[src/hdl/dequ_pkg.sv]
// Shared constants, codes and the cell command type for the deque.
package dequ_pkg;

    localparam int DEQ_DEPTH      = 64;
    localparam int DEQ_DATA_WIDTH = 32;

    localparam int MODE_W   = 3;
    localparam int INDEX_W  = 6;
    localparam int VALUE_W  = 32;
    localparam int COUNT_W  = 7;
    localparam int STATUS_W = 2;

    localparam logic [MODE_W-1:0] MODE_PUSH_BACK  = 3'd0;
    localparam logic [MODE_W-1:0] MODE_PUSH_FRONT = 3'd1;
    localparam logic [MODE_W-1:0] MODE_POP_BACK   = 3'd2;
    localparam logic [MODE_W-1:0] MODE_POP_FRONT  = 3'd3;
    localparam logic [MODE_W-1:0] MODE_READ       = 3'd4;
    localparam logic [MODE_W-1:0] MODE_WRITE      = 3'd5;
    localparam logic [MODE_W-1:0] MODE_INSERT     = 3'd6;
    localparam logic [MODE_W-1:0] MODE_ERASE      = 3'd7;

    localparam logic [STATUS_W-1:0] ST_OK    = 2'd0;
    localparam logic [STATUS_W-1:0] ST_FULL  = 2'd1;
    localparam logic [STATUS_W-1:0] ST_EMPTY = 2'd2;
    localparam logic [STATUS_W-1:0] ST_RANGE = 2'd3;

    // Broadcast to every cell; the cell compares the shared position with its own.
    typedef struct packed {
        logic load;    // cell at pos takes the input word
        logic grow;    // cells above pos take their lower neighbor
        logic shrink;  // cells at or above pos take their upper neighbor
    } cell_cmd_t;

endpackage

[src/hdl/dequ_ctrl.sv]
// Element count, mode decode, status and the result register.
module dequ_ctrl
    import dequ_pkg::*;
#(
    parameter int DEPTH      = DEQ_DEPTH,
    parameter int DATA_WIDTH = DEQ_DATA_WIDTH,
    parameter int PW         = 6
)
(
    input  logic                  clk,
    input  logic                  rst_n,
    input  logic                  in_valid,
    output logic                  in_ready,
    input  logic [MODE_W-1:0]     mode,
    input  logic [INDEX_W-1:0]    index,
    output logic                  out_valid,
    input  logic                  out_ready,
    output logic [VALUE_W-1:0]    read_value,
    output logic [COUNT_W-1:0]    count,
    output logic [STATUS_W-1:0]   status,
    output cell_cmd_t             cmd,
    output logic [PW-1:0]         pos,
    input  logic [DATA_WIDTH-1:0] rd_word
);

    localparam int CNT_W = $clog2(DEPTH + 1);
    localparam int CMP_W = (CNT_W > INDEX_W) ? CNT_W : INDEX_W;
    localparam logic [CNT_W-1:0] CNT_FULL = CNT_W'(DEPTH);

    logic [CNT_W-1:0]    cnt_reg, cnt_next;
    logic                out_valid_reg, out_valid_next;
    logic [VALUE_W-1:0]  rv_reg, rv_next;
    logic [COUNT_W-1:0]  count_reg, count_next;
    logic [STATUS_W-1:0] status_reg, status_next;

    logic                accept;
    logic                full, empty, idx_lt, idx_le;
    logic [CMP_W-1:0]    idx_ext, cnt_ext;
    logic [STATUS_W-1:0] st;
    logic                rd_ok;
    logic [DATA_WIDTH+VALUE_W-1:0] rd_ext;
    logic [CNT_W+COUNT_W-1:0]      cnt_wide;

    assign in_ready = !out_valid_reg || out_ready;
    assign accept   = in_valid && in_ready;

    assign full    = (cnt_reg == CNT_FULL);
    assign empty   = (cnt_reg == '0);
    assign idx_ext = CMP_W'(index);
    assign cnt_ext = CMP_W'(cnt_reg);
    assign idx_lt  = idx_ext < cnt_ext;
    assign idx_le  = idx_ext <= cnt_ext;

    always_comb
    begin
        st       = ST_OK;
        cmd      = '0;
        pos      = idx_ext[PW-1:0];
        cnt_next = cnt_reg;
        rd_ok    = 1'b0;
        unique case (mode)
            MODE_PUSH_BACK:
            begin
                pos = cnt_reg[PW-1:0];
                if (full) st = ST_FULL;
                else begin cmd.load = 1'b1; cnt_next = cnt_reg + 1'b1; end
            end
            MODE_PUSH_FRONT:
            begin
                pos = '0;
                if (full) st = ST_FULL;
                else
                begin
                    cmd.load = 1'b1;
                    cmd.grow = 1'b1;
                    cnt_next = cnt_reg + 1'b1;
                end
            end
            MODE_POP_BACK:
            begin
                if (empty) st = ST_EMPTY;
                else cnt_next = cnt_reg - 1'b1;
            end
            MODE_POP_FRONT:
            begin
                pos = '0;
                if (empty) st = ST_EMPTY;
                else begin cmd.shrink = 1'b1; cnt_next = cnt_reg - 1'b1; end
            end
            MODE_READ:
            begin
                if (!idx_lt) st = ST_RANGE;
                else rd_ok = 1'b1;
            end
            MODE_WRITE:
            begin
                if (!idx_lt) st = ST_RANGE;
                else cmd.load = 1'b1;
            end
            MODE_INSERT:
            begin
                if (full) st = ST_FULL;
                else if (!idx_le) st = ST_RANGE;
                else
                begin
                    cmd.load = 1'b1;
                    cmd.grow = 1'b1;
                    cnt_next = cnt_reg + 1'b1;
                end
            end
            MODE_ERASE:
            begin
                if (empty) st = ST_EMPTY;
                else if (!idx_lt) st = ST_RANGE;
                else begin cmd.shrink = 1'b1; cnt_next = cnt_reg - 1'b1; end
            end
            default:
            begin
                st = ST_OK;
            end
        endcase
        if (!accept)
        begin
            cmd      = '0;
            cnt_next = cnt_reg;
        end
    end

    // sign-extend from DATA_WIDTH, keep the low word
    assign rd_ext   = {{VALUE_W{rd_word[DATA_WIDTH-1]}}, rd_word};
    // count port wraps at 7 bits
    assign cnt_wide = (CNT_W+COUNT_W)'(cnt_next);

    always_comb
    begin
        out_valid_next = out_valid_reg;
        rv_next        = rv_reg;
        count_next     = count_reg;
        status_next    = status_reg;
        if (accept)
        begin
            out_valid_next = 1'b1;
            rv_next        = rd_ok ? rd_ext[VALUE_W-1:0] : '0;
            count_next     = cnt_wide[COUNT_W-1:0];
            status_next    = st;
        end
        else if (out_ready)
        begin
            out_valid_next = 1'b0;
        end
    end

    always_ff @(posedge clk or negedge rst_n)
    begin
        if (!rst_n)
        begin
            cnt_reg       <= '0;
            out_valid_reg <= 1'b0;
        end
        else
        begin
            cnt_reg       <= cnt_next;
            out_valid_reg <= out_valid_next;
        end
    end

    always_ff @(posedge clk)
    begin
        rv_reg     <= rv_next;
        count_reg  <= count_next;
        status_reg <= status_next;
    end

    assign out_valid  = out_valid_reg;
    assign read_value = rv_reg;
    assign count      = count_reg;
    assign status     = status_reg;

    a_cnt_bound: assert property (@(posedge clk) disable iff (!rst_n)
        cnt_reg <= CNT_FULL)
        else $error("element count above capacity");

    a_cmd_needs_beat: assert property (@(posedge clk) disable iff (!rst_n)
        (cmd.load || cmd.grow || cmd.shrink) |-> accept)
        else $error("cell command without an accepted beat");

    a_no_grow_shrink: assert property (@(posedge clk) disable iff (!rst_n)
        !(cmd.grow && cmd.shrink))
        else $error("chain told to shift both ways");

    a_err_keeps_count: assert property (@(posedge clk) disable iff (!rst_n)
        (accept && st != ST_OK) |=> cnt_reg == $past(cnt_reg))
        else $error("count changed on an error beat");

    a_push_grows: assert property (@(posedge clk) disable iff (!rst_n)
        (accept && mode == MODE_PUSH_BACK && !full)
            |=> cnt_reg == $past(cnt_reg) + 1'b1)
        else $error("push back did not grow the count");

endmodule
[config.mk]
export PLATFORM = sky130hd
export DESIGN_NAME = dequ_ctrl
export DESIGN_NICKNAME = d
export VERILOG_FILES = /design/src/hdl/dequ_pkg.sv /design/src/hdl/dequ_ctrl.sv
export SDC_FILE = /design/constraint.sdc
export NUM_CORES = 1
export LEC_CHECK = 0
export BUFFER_PORTS_ARGS = -buffer_cell sky130_fd_sc_hd__buf_2
export CORE_MARGIN = 2
export CORE_UTILIZATION = 45
export DETAILED_ROUTE_END_ITERATION = 6
export PLACE_DENSITY = 0.74
export SLEW_MARGIN = 20
export SYNTH_ARGS = -nofsm -noshare
export SYNTH_HDL_FRONTEND = slang
export SYNTH_SLANG_ARGS = --single-unit
[constraint.sdc]
create_clock -name clk -period 3 [get_ports clk]
set_input_delay 0.45 -clock clk [delete_from_list [all_inputs] [get_ports clk]]
set_output_delay 0.45 -clock clk [all_outputs]
set_load 0.01 [all_outputs]
==> metrics.txt <==
Top delay family on crit path compound AO/OA/AOI/OAI gates; critical-path cell list inv_1 -> ha_1 -> a21oi_1 -> a21o_1 -> and2_4 -> o21ai_0 -> a221oi_1 -> buf_2; CP peak stage delay around 480 ps; Synth area leader edfxtp_1; HP Class input port to flop; number of synthesized flops with an enable pin around 40; root buf cell clkbuf_8; top cell type's share of synthesized area a little under half; initial antenna violation count 0; Initial Util 47.0%; overall power about 0.0020 W; hold path start in_valid; area taken by multi-input logic gates around 1100 um2; register area 1430 um2; RSZ-0062 raised after global routing no; Synth Area in Adders around 3.8%; post-synthesis mux area share 0%; Final Hold Viols 0; outcome completed; Clock Skew 7.15 ps; setup bufs post-CTS 0; layout cells sized above 1 around two fifths; Global Route Usage Sum approximately 18%; max FFs per register 32; Tcrit/Tclk final roughly nine tenths; largest net degree at the start of global routing 42; Mapped Area around 2600 um2; Core Area 5570 um2; syn_area_per_cell approximately 11 um2; post-synth cell types 48; post-synthesis compound-gate area fraction around 13%; dpl cell area 3130 um2; # fillers 477; final worst slack between 200 and 300 ps; maximum capacitance violations 0; CP arrival 2270 ps; Die Wd about 80 um; clk buf depth 2; Commonest cells post-synth 41 x edfxtp_1, 32 x and2_1, 15 x nand2_1; CTS sink cnt approximately 50; DRT Wirelength ~5600 um; die height between 80 and 90 um; most common cell in the netlist edfxtp_1; latest clock arrival within the worst-skew pair between 200 and 300 ps; endpoint class of the critical path output pin; final setup violating endpoints 0; Worst EP required 2550 ps; num rows 27; TritonRoute pass-1 iters 4; Post-DRT Antenna Nets 0; Worst-path clk slew 80 ps; Post-Synth XOR/XNOR Area 0.669%; asr flop ratio synth roughly 16%; ys flop type edfxtp_1; n_diodes 0; Synth Warn # 0; worst r2r dst count[5]; sequential share of the synthesized area a little over half; simple-gate share of the synthesized area 22.4%; Post-Synthesis Cells approximately 230; Area Growth Syn to Fin 23.3%; PortBufs between 90 and 100; hold slack roughly 390 ps; CP endpoint cmd[1]; DP HPWL around 4300 um; syn nets ~280; R2R Path Start cnt_ext[2]; number of H-tree levels 2; depth of the worst hold-timing path 2; IO Pins 97; TritonCTS Buffers 5; P_leak ~1.4 nW; WS Path Type flop to output pin; DR WL/cell ~14 um; top cells by area, synth edfxtp_1 47%, and2_1 7.6%, dfrtp_1 7.6%, ha_1 3.8%, nand2_1 2.1%; Buf+Inv Stages, Crit Path 2; Final TNS setup 0 ps; WP depth 8; DR vias approximately 2100; DRC Markers 0; Yosys reg bits a little under 50; Final min period around 2700 ps; dpl ws between 400 and 500 ps; Worst VDD drop 381 uV; fin area approximately 3200 um2; 1st-iter DRT viols about 180; worst r2r path cells 8; FMAX roughly 370 MHz; startpoint types flop; Worst Max-Slew Pin Slew about 550 ps; Critical Path Start cnt_ext[2]; Slew headroom between 60% and 70%; fin nets between 300 and 400; largest family of logic cells by synthesized area simple AND/OR/NAND/NOR gates; CTS tree done; Critical-path top delay cell dfrtp_2; vias in the first global route between 1500 and 2000; power per cell area between 600 and 700 nW/um2; routability cong. 0.853; r2r setup slk roughly 530 ps; die area 6450 um2; first-pass GRT wire length 8890 um; vias per cell around 5.2; Max Slew Vio Count 0; grt ovf 0; crit-path max FO 10
-- worst min-delay path by stage --
stage,endpoint
finish,out_valid
global placement,cnt_ext[3]
floorplan,cnt_ext[0]
CTS,out_valid
detailed placement,cnt_ext[3]
global route,out_valid
-- cell usage in the layout (no fill, tap or decap), types with 2 or more instances in the layout --
cell and instances:
or3_4 2, a211oi_1 3, a31oi_2 2, ha_1 8
edfxtp_1 41, buf_4 4, o21ai_0 11, and3_1 2
a22oi_1 7, a221oi_1 3, nand4_1 2, a31oi_1 4
a41oi_1 3, inv_1 10, nand2_1 15, nor4_1 2
nor3_1 7, nand3b_1 3, buf_2 96, nand3_1 8
and2_1 32, a21oi_1 4, dfrtp_1 7, nand2b_1 3
clkbuf_8 5, xnor2_1 2, nor2_1 13
-- repair_timing --
item / 4_1_cts / 5_1_grt
setup endpoints to repair: 0 / 1
hold endpoints to repair: 8 / 0
hold buffers: 1 / 0
resized for setup: 0 / 1
-- metal layers --
| layer | GRT usage (%) | wire [um] | vias to the layer above |
|---|---|---|---|
| met5 | 0 | 0 | - |
| met4 | 5.93 | 78 | 0 |
| met3 | 4.27 | 455 | 9 |
| met2 | 28.5 | 2640 | 84 |
| met1 | 23.4 | 2470 | 945 |
| li1 | - | - | 1032 |
-- area by class of cell --
class | count | share of cell area (%)
flip-flops and latches | 49 | 44.4
inverters | 11 | 1.28
clock buffers | 6 | 2.25
well taps | 72 | 2.79
multi-input cells | 155 | 32.8
clock inverters | 2 | 0.426
repair buffers | 101 | 16.1
-- cells by family (layout without fill, tap and decap cells) --
family,count (synthesis),in the layout
flops,49,49
fa+ha+maj,8,8
simple gates,98,98
xor+xnor,2,2
buf+inv,24,120
compound gates,47,47
-- per-stage QoR --
stage	util, %	cells
after floorplan	-	228
after global placement	56.2	387
after detailed placement	56.2	387
after CTS	57.9	396
after global routing	57.9	396
final	57.9	396
-- power by group --
| part | internal [W] | switching, W |
|---|---|---|
| Clock | 0.000166 | 0.000206 |
| Combinational | 0.000311 | 0.000430 |
| Sequential | 0.000852 | 0.0000681 |
| Total | 0.00133 | 0.000704 |
Power figures use the tool's default switching activity.
