--- src/hdl/dequ_pkg.sv ---
// Shared constants, codes and the cell command type for the deque.
package dequ_pkg;

    localparam int DEQ_DEPTH      = 64;
    localparam int DEQ_DATA_WIDTH = 32;

    localparam int MODE_W   = 3;
    localparam int INDEX_W  = 6;
    localparam int VALUE_W  = 32;
    localparam int COUNT_W  = 7;
    localparam int STATUS_W = 2;

    localparam logic [MODE_W-1:0] MODE_PUSH_BACK  = 3'd0;
    localparam logic [MODE_W-1:0] MODE_PUSH_FRONT = 3'd1;
    localparam logic [MODE_W-1:0] MODE_POP_BACK   = 3'd2;
    localparam logic [MODE_W-1:0] MODE_POP_FRONT  = 3'd3;
    localparam logic [MODE_W-1:0] MODE_READ       = 3'd4;
    localparam logic [MODE_W-1:0] MODE_WRITE      = 3'd5;
    localparam logic [MODE_W-1:0] MODE_INSERT     = 3'd6;
    localparam logic [MODE_W-1:0] MODE_ERASE      = 3'd7;

    localparam logic [STATUS_W-1:0] ST_OK    = 2'd0;
    localparam logic [STATUS_W-1:0] ST_FULL  = 2'd1;
    localparam logic [STATUS_W-1:0] ST_EMPTY = 2'd2;
    localparam logic [STATUS_W-1:0] ST_RANGE = 2'd3;

    // Broadcast to every cell; the cell compares the shared position with its own.
    typedef struct packed {
        logic load;    // cell at pos takes the input word
        logic grow;    // cells above pos take their lower neighbor
        logic shrink;  // cells at or above pos take their upper neighbor
    } cell_cmd_t;

endpackage

--- src/hdl/dequ_cell.sv ---
// One element slot of the deque chain.
module dequ_cell
    import dequ_pkg::*;
#(
    parameter int DATA_WIDTH = DEQ_DATA_WIDTH,
    parameter int PW         = 6,
    parameter int POS        = 0
)
(
    input  logic                  clk,
    input  cell_cmd_t             cmd,
    input  logic [PW-1:0]         pos,
    input  logic [DATA_WIDTH-1:0] word,
    input  logic [DATA_WIDTH-1:0] lower_data,
    input  logic [DATA_WIDTH-1:0] upper_data,
    output logic [DATA_WIDTH-1:0] data,
    output logic [DATA_WIDTH-1:0] hit_data
);

    localparam logic [PW-1:0] MY_POS = PW'(POS);

    logic [DATA_WIDTH-1:0] data_reg;
    logic [DATA_WIDTH-1:0] data_next;

    always_comb
    begin
        data_next = data_reg;
        if (cmd.load && pos == MY_POS)
        begin
            data_next = word;
        end
        else if (cmd.grow && MY_POS > pos)
        begin
            data_next = lower_data;
        end
        else if (cmd.shrink && MY_POS >= pos)
        begin
            data_next = upper_data;
        end
    end

    always_ff @(posedge clk)
    begin
        data_reg <= data_next;
    end

    assign data     = data_reg;
    // AND-OR read bus: only the addressed cell drives nonzero
    assign hit_data = (pos == MY_POS) ? data_reg : '0;

endmodule

--- config.mk ---
export PLATFORM = sky130hd
export DESIGN_NAME = dequ_cell
export DESIGN_NICKNAME = d
export VERILOG_FILES = /design/src/hdl/dequ_pkg.sv /design/src/hdl/dequ_cell.sv
export SDC_FILE = /design/constraint.sdc
export NUM_CORES = 1
export LEC_CHECK = 0
export BUFFER_PORTS_ARGS = -buffer_cell sky130_fd_sc_hd__buf_4
export CAP_MARGIN = 0
export CORE_ASPECT_RATIO = 1.1
export CORE_MARGIN = 1.5
export CORE_UTILIZATION = 33
export DETAILED_ROUTE_END_ITERATION = 7
export PLACE_DENSITY = 0.78
export SYNTH_ARGS = -nofsm -noshare
export SYNTH_HDL_FRONTEND = slang
export SYNTH_SLANG_ARGS = --single-unit
--- constraint.sdc ---
create_clock -name clk -period 2.3 [get_ports clk]
set_input_delay 0.115 -clock clk [delete_from_list [all_inputs] [get_ports clk]]
set_output_delay 0.115 -clock clk [all_outputs]
set_load 0.05 [all_outputs]
==> tab_implementation.tex, run 1 <==
\begin{tabular}{lr}
\hline
Metric & Value \\
\hline
\multicolumn{2}{l}{\textbf{Layout}} \\
\quad Most frequent cells in the layout & 140 x buf\_4, 32 x and2\_1, 32 x edfxtp\_1, 30 x mux2\_4, 5 x clkbuf\_8 \\
\quad Most frequent standard cell in the layout excluding fill and tap cells & buf\_4 \\
\quad Area delta synth->final & 65.04\% \\
\quad Number of flip-flops under the largest register name & 32 \\
\quad \# nets final & between 300 and 400 \\
\quad Antenna cells & 0 \\
\quad Share of final-layout standard cells stronger than drive strength 1 & around 74\% \\
\quad Non-filler cells, final & around 300 \\
\quad Number of filler cells placed in the layout & 422 \\
\multicolumn{2}{l}{\textbf{Critical path}} \\
\quad Total buffers and inverters traversed by the critical path & 2 \\
\quad Required time of the worst setup path & $\sim$2300 ps \\
\quad First element of the critical path & pos[1] \\
\quad Endpoint type of the worst setup path & flip-flop \\
\quad Crit-path max cell delay & about 670 ps \\
\quad Setup Crit Path Kind & input pin to flip-flop \\
\quad Cell at the slowest stage of the critical path & or4b\_2 \\
\quad Critical Path AT & 2010 ps \\
\quad Startpoint Class & input pin \\
\quad Kind of cell adding the most delay to the critical path & simple AND/OR/NAND/NOR gates \\
\quad Sequence of cells on the critical path & buf\_4 > or4\_1 > or4b\_2 > buf\_12 > mux2\_4 \\
\quad Worst-path fanout max & 32 \\
\multicolumn{2}{l}{\textbf{Clock tree}} \\
\quad Clock root buffer & clkbuf\_8 \\
\quad Register clock-pin slew on the reported worst setup and hold paths & 70 ps \\
\quad Quantity of hold-fixing buffers added after cts & 0 \\
\quad Post-CTS setup buffers & 0 \\
\quad Post-cts gate resize count & 0 \\
\quad TritonCTS sink count & 32 \\
\quad TritonCTS clock tree & done \\
\quad H-Tree Level Count & 2 \\
\quad Number of buffers created by CTS & 5 \\
\quad CTS max path bufs & 2 \\
\multicolumn{2}{l}{\textbf{Timing}} \\
\quad Crit path time final & between 1500 and 2000 ps \\
\quad Slew at the pin with the worst max-slew slack & about 240 ps \\
\quad Max-slew headroom & 83.81\% \\
\quad FMAX & $\sim$500 MHz \\
\quad Final clock period utilization by the worst path & 86.64\% \\
\quad Minimum hold slack & about 140 ps \\
\quad Count of endpoints failing setup in the final report & 0 \\
\quad Total negative slack for setup checks & 0 ps \\
\quad Final count of hold timing violations & 0 \\
\quad Unrepaired setup endpoints after global routing & false \\
\quad Final count of pins violating max slew & 0 \\
\multicolumn{2}{l}{\textbf{Global routing}} \\
\quad Total global routing track utilization & between 10\% and 20\% \\
\quad Global route total overflow & 0 \\
\quad Antenna violations before repair & 0 \\
\quad Via count of the first global-routing pass & roughly 1400 \\
\quad Maximum number of pins on one net before global-route repair & 33 \\
\quad Wire length of the first global-routing pass & 6334 um \\
\multicolumn{2}{l}{\textbf{Power and ir drop}} \\
\quad Worst-case vdd ir drop & around 0.00024 V \\
\quad Static Leak & around 1.4 nW \\
\quad Power per Cell Area & $\sim$420 mW/mm2 \\
\multicolumn{2}{l}{\textbf{Job}} \\
\quad Maximum capacitance violations & 0 \\
\multicolumn{2}{l}{\textbf{Die}} \\
\quad IO Count & 170 \\
\quad Die outline width & roughly 72 um \\
\quad Area of the die & about 0.0057 mm2 \\
\quad Effective utilization at floorplan & around 34\% \\
\quad Number of cell rows & 27 \\
\quad Core box area & 0.005067 mm2 \\
\quad Chip height & 79.31 um \\
\multicolumn{2}{l}{\textbf{Placement}} \\
\quad GP Congestion & 0.7346 \\
\quad Number of instances in the placed design & 299 \\
\quad I/O Buffers & approximately 140 \\
\quad HPWL reported at the end of detailed placement & $\sim$3500 um \\
\multicolumn{2}{l}{\textbf{Yosys}} \\
\quad Cell count after synthesis & around 110 \\
\quad Share of synthesized area occupied by flip-flops and latches & 55.01\% \\
\quad Total nets after synthesis & 213 \\
\quad Biggest area consumer among synthesized cells & edfxtp\_1 \\
\quad Post-synthesis cell type count & 11 \\
\quad Netlist Area Pre-Place & approximately 0.0017 mm2 \\
\quad Mean instance size in the synthesized netlist & between 15 and 20 um2 \\
\quad Top post-synthesis cells by area & edfxtp\_1 55\%, mux2\_4 26\%, and2\_1 11\%, buf\_12 3.4\%, mux2\_2 1.3\% \\
\quad Number of flip-flops and latches in the synthesized netlist & 32 \\
\quad Synth warnings & 0 \\
\quad Portion of synthesized cell area occupied by the leading cell type & a little under three fifths \\
\multicolumn{2}{l}{\textbf{Worst hold path}} \\
\quad Hold wc startpoint & word[9] \\
\quad Hold Path Stages & 2 \\
\quad Hold crit path type & input pin to flip-flop \\
\quad Endpoint of the worst hold path & data[9]\$\_DFFE\_PP\_ \\
\multicolumn{2}{l}{\textbf{Outcome}} \\
\quad Run status & complete, no violations \\
\multicolumn{2}{l}{\textbf{Route}} \\
\quad Detailed Routing Iterations Pass 1 & 3 \\
\quad Final routed DRC violation total & 0 \\
\quad Detailed router's first-iteration violation count & 24 \\
\quad Antenna-violating nets left & 0 \\
\quad Total number of vias & about 1400 \\
\quad Wire per inst & 14.06 um \\
\quad Total Wirelength & 4274 um \\
\quad Vias per Instance & around 4.5 \\
\hline
\end{tabular}
## stage by stage
step	power, W	setup slack, ps	area [um2]	utilization, %
floorplan	0.0007423	199.4	1748	-
global placement	0.0008496	34.69	2814	55.53
detailed placement	0.0008543	29.39	2814	55.53
CTS	0.001233	320.3	2883	56.89
global route	0.001270	286.4	2883	56.89
finish	0.001212	307.2	2883	56.89
## report_power, final
group / total (W) / internal [W] / switching [W]
clock: 0.000371 / 0.000195 / 0.000177
combinational: 0.000189 / 0.000128 / 0.0000618
sequential: 0.000651 / 0.000648 / 0.00000249
total: 0.00121 / 0.000970 / 0.000241
## how the worst max path moves through the flow
stage,to,slack [ps],cells after the start
2_1_floorplan,data[0]$_DFFE_PP_,200,4
3_3_place_gp,data[19]$_DFFE_PP_,30,5
3_5_place_dp,data[12]$_DFFE_PP_,30,5
5_1_grt,data[12]$_DFFE_PP_,290,5
6_report,data[12]$_DFFE_PP_,310,5
4_1_cts,data[12]$_DFFE_PP_,320,5
## cell usage after synthesis
| cell | instances |
|---|---|
| edfxtp_1 | 32 |
| or4b_1 | 1 |
| o21a_1 | 1 |
| clkbuf_1 | 3 |
| mux2_2 | 2 |
| or4_1 | 1 |
| mux2_4 | 30 |
| and2_1 | 32 |
| buf_6 | 1 |
| nor3_1 | 1 |
| buf_12 | 3 |
## area by class of cell
cell class	count	area (um2)	share of cell area [%]
clock buffers	5	68.82	2.387
well taps	58	72.57	2.517
repair buffers	141	1071	37.15
multi-input cells	68	709.4	24.61
flip-flops and latches	32	960.9	33.33
## cells by family (layout without fill, tap and decap cells)
| logic type | Yosys count | after routing | share of synthesized area [%] |
|---|---|---|---|
| simple gates | 35 | 35 | 12.75 |
| flops | 32 | 32 | 55.01 |
| compound gates | 1 | 1 | 0.4300 |
| mux | 32 | 32 | 27.08 |
| buf+inv | 7 | 146 | 4.728 |
## routing by layer
metal / vias up / wire length [um] / track usage [%]
li1: 663 / - / -
met5: - / 0 / 0
met2: 92 / 2201 / 27.22
met3: 8 / 398 / 4.949
met1: 609 / 1604 / 15.56
met4: 0 / 69 / 5.094
Power figures use the tool's default switching activity.
==> inputs of run 2 (changes only) <==
Settings changed: CORE_UTILIZATION 33 to 36, PLACE_DENSITY 0.78 to 0.81.
Clock period 2.3 ns to 1.85 ns, I/O delays scaled along.
==> tab_implementation.tex, run 2 (synthesis results as in run 1) <==
\begin{tabular}{lr}
\hline
Metric & Value \\
\hline
\multicolumn{2}{l}{\textbf{Timing}} \\
\quad Final clock period utilization by the worst path & between 90\% and 100\% \\
\quad Crit path time final & 1768 ps \\
\quad Total negative slack for setup checks & 0 ps (unchanged) \\
\quad Slew at the pin with the worst max-slew slack & 263.2 ps (+20.28 ps) \\
\quad FMAX & 565.7 MHz \\
\quad Max-slew headroom & 82.36\% (-1.4 points) \\
\quad Count of endpoints failing setup in the final report & 0 (unchanged) \\
\quad Final count of hold timing violations & 0 (unchanged) \\
\quad Unrepaired setup endpoints after global routing & true \\
\quad Final count of pins violating max slew & 0 (unchanged) \\
\multicolumn{2}{l}{\textbf{Critical path}} \\
\quad Worst-path fanout max & 14 (-56\%) \\
\quad Crit-path max cell delay & 520 ps (-150 ps) \\
\quad Required time of the worst setup path & 1760 ps (-550 ps) \\
\quad Total buffers and inverters traversed by the critical path & 4 (+2) \\
\quad First element of the critical path & pos[1] \\
\quad Sequence of cells on the critical path & buf\_4 > or4\_4 > buf\_4 > nor3\_2 > buf\_4 > and2\_1 > buf\_4 \\
\quad Endpoint type of the worst setup path & primary output \\
\quad Setup Crit Path Kind & input pin to primary output \\
\quad Kind of cell adding the most delay to the critical path & simple AND/OR/NAND/NOR gates \\
\quad Startpoint Class & input pin \\
\quad Critical Path AT & 1680 ps (-330 ps) \\
\quad Cell at the slowest stage of the critical path & or4\_4 \\
\quad Critical path's most frequent cell & buf\_4 \\
\quad Instance count on the critical path & 7 (+2) \\
\quad Worst setup endpoint & hit\_data[25] \\
\multicolumn{2}{l}{\textbf{Die}} \\
\quad Effective utilization at floorplan & 37.55\% (+3.1 points) \\
\quad Number of cell rows & 26 (-3.7\%) \\
\quad Core box area & 0.004652 mm2 (-8.2\%) \\
\quad Die outline width & 69.42 um (-4.1\%) \\
\quad Area of the die & 0.005279 mm2 (-8.0\%) \\
\quad Chip height & 76.06 um (-4.1\%) \\
\quad IO Count & 170 (unchanged) \\
\multicolumn{2}{l}{\textbf{Clock tree}} \\
\quad Number of buffers created by CTS & 5 (unchanged) \\
\quad H-Tree Level Count & 2 (unchanged) \\
\quad TritonCTS sink count & 32 (unchanged) \\
\quad Quantity of hold-fixing buffers added after cts & 0 (unchanged) \\
\quad Post-CTS setup buffers & 0 (unchanged) \\
\quad Register clock-pin slew on the reported worst setup and hold paths & 70 ps (about the same) \\
\quad TritonCTS clock tree & done \\
\quad Clock root buffer & clkbuf\_8 \\
\quad CTS max path bufs & 2 (unchanged) \\
\multicolumn{2}{l}{\textbf{Layout}} \\
\quad \# nets final & 356 (+0.56\%) \\
\quad Number of flip-flops under the largest register name & 32 (unchanged) \\
\quad Area delta synth->final & 68.84\% \\
\quad Share of final-layout standard cells stronger than drive strength 1 & 73.31\% (-0.27 points) \\
\quad Most frequent cells in the layout & 139 x buf\_4, 32 x and2\_1, 32 x edfxtp\_1, 30 x mux2\_4, 5 x clkbuf\_8 \\
\quad Non-filler cells, final & 307 (+0.99\%) \\
\quad Post-route design area & 0.002949 mm2 (+2.3\%) \\
\quad Antenna cells & 0 (unchanged) \\
\quad Most frequent standard cell in the layout excluding fill and tap cells & buf\_4 \\
\multicolumn{2}{l}{\textbf{Power and ir drop}} \\
\quad Switching part of the total power & 20.87\% (+0.96 points) \\
\quad Static Leak & 1.456 nW (+1.7\%) \\
\quad Clk pwr share & 32.4\% (+1.7 points) \\
\quad Worst-case vdd ir drop & 0.0002338 V (-3.9\%) \\
\quad Switching power & 0.0003240 W (+34\%) \\
\quad Fraction of power consumed by combinational cells & 15.5\% (about the same) \\
\quad Power per Cell Area & 526.4 mW/mm2 (+25\%) \\
\quad Cell internal power dissipation & 0.001228 W (+27\%) \\
\quad Power share of the sequential group & 52.1\% (-1.6 points) \\
\multicolumn{2}{l}{\textbf{Placement}} \\
\quad I/O Buffers & 136 (unchanged) \\
\quad Area post-placement & 0.002861 mm2 (+1.7\%) \\
\quad GP Congestion & 0.7000 (-4.7\%) \\
\quad HPWL reported at the end of detailed placement & 3606 um (+3.8\%) \\
\quad Number of instances in the placed design & 299 (unchanged) \\
\multicolumn{2}{l}{\textbf{Outcome}} \\
\quad Run status & complete, no violations \\
\multicolumn{2}{l}{\textbf{Route}} \\
\quad Total Wirelength & 4437 um (+3.8\%) \\
\quad Antenna-violating nets left & 0 (unchanged) \\
\quad Detailed Routing Iterations Pass 1 & 4 (+1) \\
\quad Detailed router's first-iteration violation count & 42 (+75\%) \\
\quad Final routed DRC violation total & 0 (unchanged) \\
\quad Wire per inst & 14.45 um (+2.8\%) \\
\quad Total number of vias & 1415 (+3.1\%) \\
\quad Vias per Instance & 4.609 (+2.1\%) \\
\multicolumn{2}{l}{\textbf{Job}} \\
\quad Maximum capacitance violations & 0 (unchanged) \\
\multicolumn{2}{l}{\textbf{Global routing}} \\
\quad Antenna violations before repair & 0 (unchanged) \\
\quad Total global routing track utilization & 17.16\% (+2.4 points) \\
\quad Global route total overflow & 0 (unchanged) \\
\quad Wire length of the first global-routing pass & 6824 um (+7.7\%) \\
\quad Via count of the first global-routing pass & 1422 (+3.5\%) \\
\quad Maximum number of pins on one net before global-route repair & 21 (-36\%) \\
\multicolumn{2}{l}{\textbf{Worst hold path}} \\
\quad Hold crit path type & input pin to flip-flop \\
\hline
\end{tabular}
## run 2: changes by cell type in the layout (fill, tap and decap cells not counted)
cell	change
or4b_2	-1
buf_6	+1
o21a_2	-1
buf_4	-1
or4_4	+1
clkinv_1	+1
or4b_4	+1
clkbuf_1	+2
buf_12	+2
o21a_4	+1
or4_1	-1
## run 2: metrics by stage
| step | util, % | setup slack, ps | hold slack (ps) | total power, W |
|---|---|---|---|---|
| floorplan | - | -78.23 | 310.0 | 0.0009234 |
| global placement | 61.51 | -358.6 | 393.2 | 0.001059 |
| detailed placement | 61.51 | -382.3 | 397.2 | 0.001067 |
| CTS | 63.39 | 80.47 | 102.1 | 0.001572 |
| global route | 63.39 | -26.76 | 101.1 | 0.001612 |
| finish | 63.39 | 82.31 | 113.2 | 0.001552 |
## run 2: cell type report
class | count | area (um2)
fillers | 372 | 1703
well taps | 56 | 70.07
clock buffers | 7 | 76.32
repair buffers | 143 | 1115
flip-flops and latches | 32 | 960.9
clock inverters | 1 | 3.754
multi-input cells | 68 | 723.2
## run 2: power groups by stage
stage / clock network (W) / logic [W] / registers [W]
after CTS: 0.000521 / 0.000242 / 0.000809
after global routing: 0.000547 / 0.000256 / 0.000809
after global placement: 0 / 0.000235 / 0.000824
after floorplan: 0 / 0.0000776 / 0.000846
after detailed placement: 0 / 0.000243 / 0.000824
final: 0.000503 / 0.000240 / 0.000809
## run 2: per-layer routing
metal,GRT usage (%),part of all wire (%)
met1,19.35,39
met2,29.04,49
met3,6.878,11
met4,6.471,0.86
met5,0,0
## run 2: how the worst min path moves through the flow
stage	startpoint	to	slack [ps]	cells after the start
after floorplan	upper_data[10]	data[10]$_DFFE_PP_	310	1
after global placement	upper_data[7]	data[7]$_DFFE_PP_	390	2
after detailed placement	word[5]	data[5]$_DFFE_PP_	400	2
after CTS	word[25]	data[25]$_DFFE_PP_	100	2
after global routing	word[5]	data[5]$_DFFE_PP_	100	2
final	upper_data[22]	data[22]$_DFFE_PP_	110	2
## run 2: repair_timing
action                                 CTS  global route
setup endpoints to repair               32             9
pin swaps                                0             0
gates resized for setup                  2             0
endpoints found under the hold margin    0             0
==> inputs of run 3 (changes only) <==
Settings changed: MAX_ROUTING_LAYER from default to met4.
==> tab_implementation.tex, run 3 (synthesis results as in run 1) <==
\begin{tabular}{lr}
\hline
Metric & Value \\
\hline
\multicolumn{2}{l}{\textbf{Outcome}} \\
\quad Run status & complete, no violations \\
\multicolumn{2}{l}{\textbf{Layout}} \\
\quad Antenna cells & 0 (unchanged) \\
\quad Area delta synth->final & 68.84\% (unchanged) \\
\quad Non-filler cells, final & 307 (unchanged) \\
\quad Most frequent standard cell in the layout excluding fill and tap cells & buf\_4 \\
\quad Post-route design area & 0.002949 mm2 (unchanged) \\
\quad Share of final-layout standard cells stronger than drive strength 1 & 73.31\% (unchanged) \\
\quad \# nets final & 356 (unchanged) \\
\quad Number of flip-flops under the largest register name & 32 (unchanged) \\
\quad Most frequent cells in the layout & 139 x buf\_4, 32 x and2\_1, 32 x edfxtp\_1, 30 x mux2\_4, 5 x clkbuf\_8 \\
\multicolumn{2}{l}{\textbf{Power and ir drop}} \\
\quad Power per Cell Area & 528.0 mW/mm2 (+0.30\%) \\
\quad Worst-case vdd ir drop & 0.0002380 V (+1.8\%) \\
\quad Static Leak & 1.456 nW (unchanged) \\
\multicolumn{2}{l}{\textbf{Timing}} \\
\quad Crit path time final & 1770 ps (+2.195 ps) \\
\quad Count of endpoints failing setup in the final report & 0 (unchanged) \\
\quad Worst path setup slack after routing & 80.11 ps (-2.195 ps) \\
\quad Unrepaired setup endpoints after global routing & true \\
\quad Slew at the pin with the worst max-slew slack & 263.2 ps (+0.01025 ps) \\
\quad Final clock period utilization by the worst path & 95.67\% (+0.12 points) \\
\quad FMAX & 565.0 MHz (-0.12\%) \\
\quad Max-slew headroom & 82.36\% (about the same) \\
\quad Minimum hold slack & 109.3 ps (-3.856 ps) \\
\quad Final count of hold timing violations & 0 (unchanged) \\
\quad Final count of pins violating max slew & 0 (unchanged) \\
\multicolumn{2}{l}{\textbf{Route}} \\
\quad Detailed router's first-iteration violation count & 55 (+31\%) \\
\quad Total Wirelength & 4430 um (-0.16\%) \\
\quad Antenna-violating nets left & 0 (unchanged) \\
\quad Total number of vias & 1424 (+0.64\%) \\
\quad Final routed DRC violation total & 0 (unchanged) \\
\quad Vias per Instance & 4.638 (+0.64\%) \\
\quad Wire per inst & 14.43 um (-0.16\%) \\
\quad Detailed Routing Iterations Pass 1 & 4 (unchanged) \\
\multicolumn{2}{l}{\textbf{Global routing}} \\
\quad Total global routing track utilization & 17.56\% (+0.40 points) \\
\quad Wire length of the first global-routing pass & 6837 um (+0.19\%) \\
\quad Via count of the first global-routing pass & 1421 (-0.070\%) \\
\quad Maximum number of pins on one net before global-route repair & 21 (unchanged) \\
\quad Antenna violations before repair & 0 (unchanged) \\
\quad Global route total overflow & 0 (unchanged) \\
\multicolumn{2}{l}{\textbf{Die}} \\
\quad IO Count & 170 (unchanged) \\
\quad Number of cell rows & 26 (unchanged) \\
\quad Core box area & 0.004652 mm2 (unchanged) \\
\quad Area of the die & 0.005279 mm2 (unchanged) \\
\quad Effective utilization at floorplan & 37.55\% (unchanged) \\
\quad Die outline width & 69.42 um (unchanged) \\
\quad Chip height & 76.06 um (unchanged) \\
\multicolumn{2}{l}{\textbf{Worst hold path}} \\
\quad Endpoint of the worst hold path & data[22]\$\_DFFE\_PP\_ \\
\quad Hold wc startpoint & upper\_data[22] \\
\quad Hold Path Stages & 2 (unchanged) \\
\quad Hold crit path type & input pin to flip-flop \\
\multicolumn{2}{l}{\textbf{Placement}} \\
\quad Worst slack at placement & -382.3 ps (unchanged) \\
\quad HPWL reported at the end of detailed placement & 3606 um (unchanged) \\
\quad GP Congestion & 0.7077 (+1.1\%) \\
\quad Number of instances in the placed design & 299 (unchanged) \\
\quad Area post-placement & 0.002861 mm2 (unchanged) \\
\quad I/O Buffers & 136 (unchanged) \\
\multicolumn{2}{l}{\textbf{Critical path}} \\
\quad Critical path's most frequent cell & buf\_4 \\
\quad Sequence of cells on the critical path & buf\_4 > or4\_4 > buf\_4 > nor3\_2 > buf\_4 > and2\_1 > buf\_4 \\
\quad Setup Crit Path Kind & input pin to primary output \\
\quad Worst-path fanout max & 14 (unchanged) \\
\quad Required time of the worst setup path & 1760 ps (about the same) \\
\quad Startpoint Class & input pin \\
\quad Cell at the slowest stage of the critical path & or4\_4 \\
\quad Endpoint type of the worst setup path & primary output \\
\quad Crit-path max cell delay & 520 ps (about the same) \\
\quad Critical Path AT & 1680 ps (about the same) \\
\multicolumn{2}{l}{\textbf{Clock tree}} \\
\quad CTS max path bufs & 2 (unchanged) \\
\quad Post-cts gate resize count & 2 (unchanged) \\
\quad Quantity of hold-fixing buffers added after cts & 0 (unchanged) \\
\quad Post-CTS setup buffers & 0 (unchanged) \\
\quad Register clock-pin slew on the reported worst setup and hold paths & 70 ps (about the same) \\
\quad Clock root buffer & clkbuf\_8 \\
\quad TritonCTS clock tree & done \\
\quad TritonCTS sink count & 32 (unchanged) \\
\quad H-Tree Level Count & 2 (unchanged) \\
\quad Number of buffers created by CTS & 5 (unchanged) \\
\multicolumn{2}{l}{\textbf{Job}} \\
\quad Maximum capacitance violations & 0 (unchanged) \\
\hline
\end{tabular}
run 3: cell counts in the layout (fill, tap and decap cells not counted):
No cell type changed its count.
run 3: metrics by stage:
step	total power, W	util [%]	TNS (ps)
final	0.001557	63.39	0
after global routing	0.001610	63.39	-59.83
after CTS	0.001572	63.39	0
after detailed placement	0.001067	61.51	-11160
after global placement	0.001059	61.51	-10750
after floorplan	0.0009234	-	-3484
run 3: layer usage:
layer,GRT usage [%],vias up,routed length [um]
met4,6.471,0,68
li1,-,670,-
met5,-,-,0
met2,29.04,105,2166
met3,6.217,5,487
met1,19.52,644,1708
run 3: power by group:
group	total (W)	switching, W	internal [W]
Clock	0.000508	0.000246	0.000262
Combinational	0.000240	0.0000787	0.000161
Sequential	0.000809	0.00000352	0.000805
run 3: critical path, delay by kind of cell:
kind	cells	cell delay, ps
simple gates	3	890
buf+inv	4	690
run 3: layout make-up:
cell class / instances / area, um2
well taps: 56 / 70.07
clock buffers: 7 / 76.32
flip-flops and latches: 32 / 960.9
clock inverters: 1 / 3.754
repair buffers: 143 / 1115
fillers: 372 / 1703
multi-input cells: 68 / 723.2
run 3: how the worst max path moves through the flow:
stage	from	end	slack [ps]	cells after the start
5_1_grt	pos[1]	hit_data[10]	-30	7
2_1_floorplan	pos[1]	data[10]$_DFFE_PP_	-80	5
6_report	pos[1]	hit_data[25]	80	7
4_1_cts	pos[1]	hit_data[25]	80	7
3_3_place_gp	pos[1]	data[6]$_DFFE_PP_	-360	5
3_5_place_dp	pos[1]	data[7]$_DFFE_PP_	-380	5
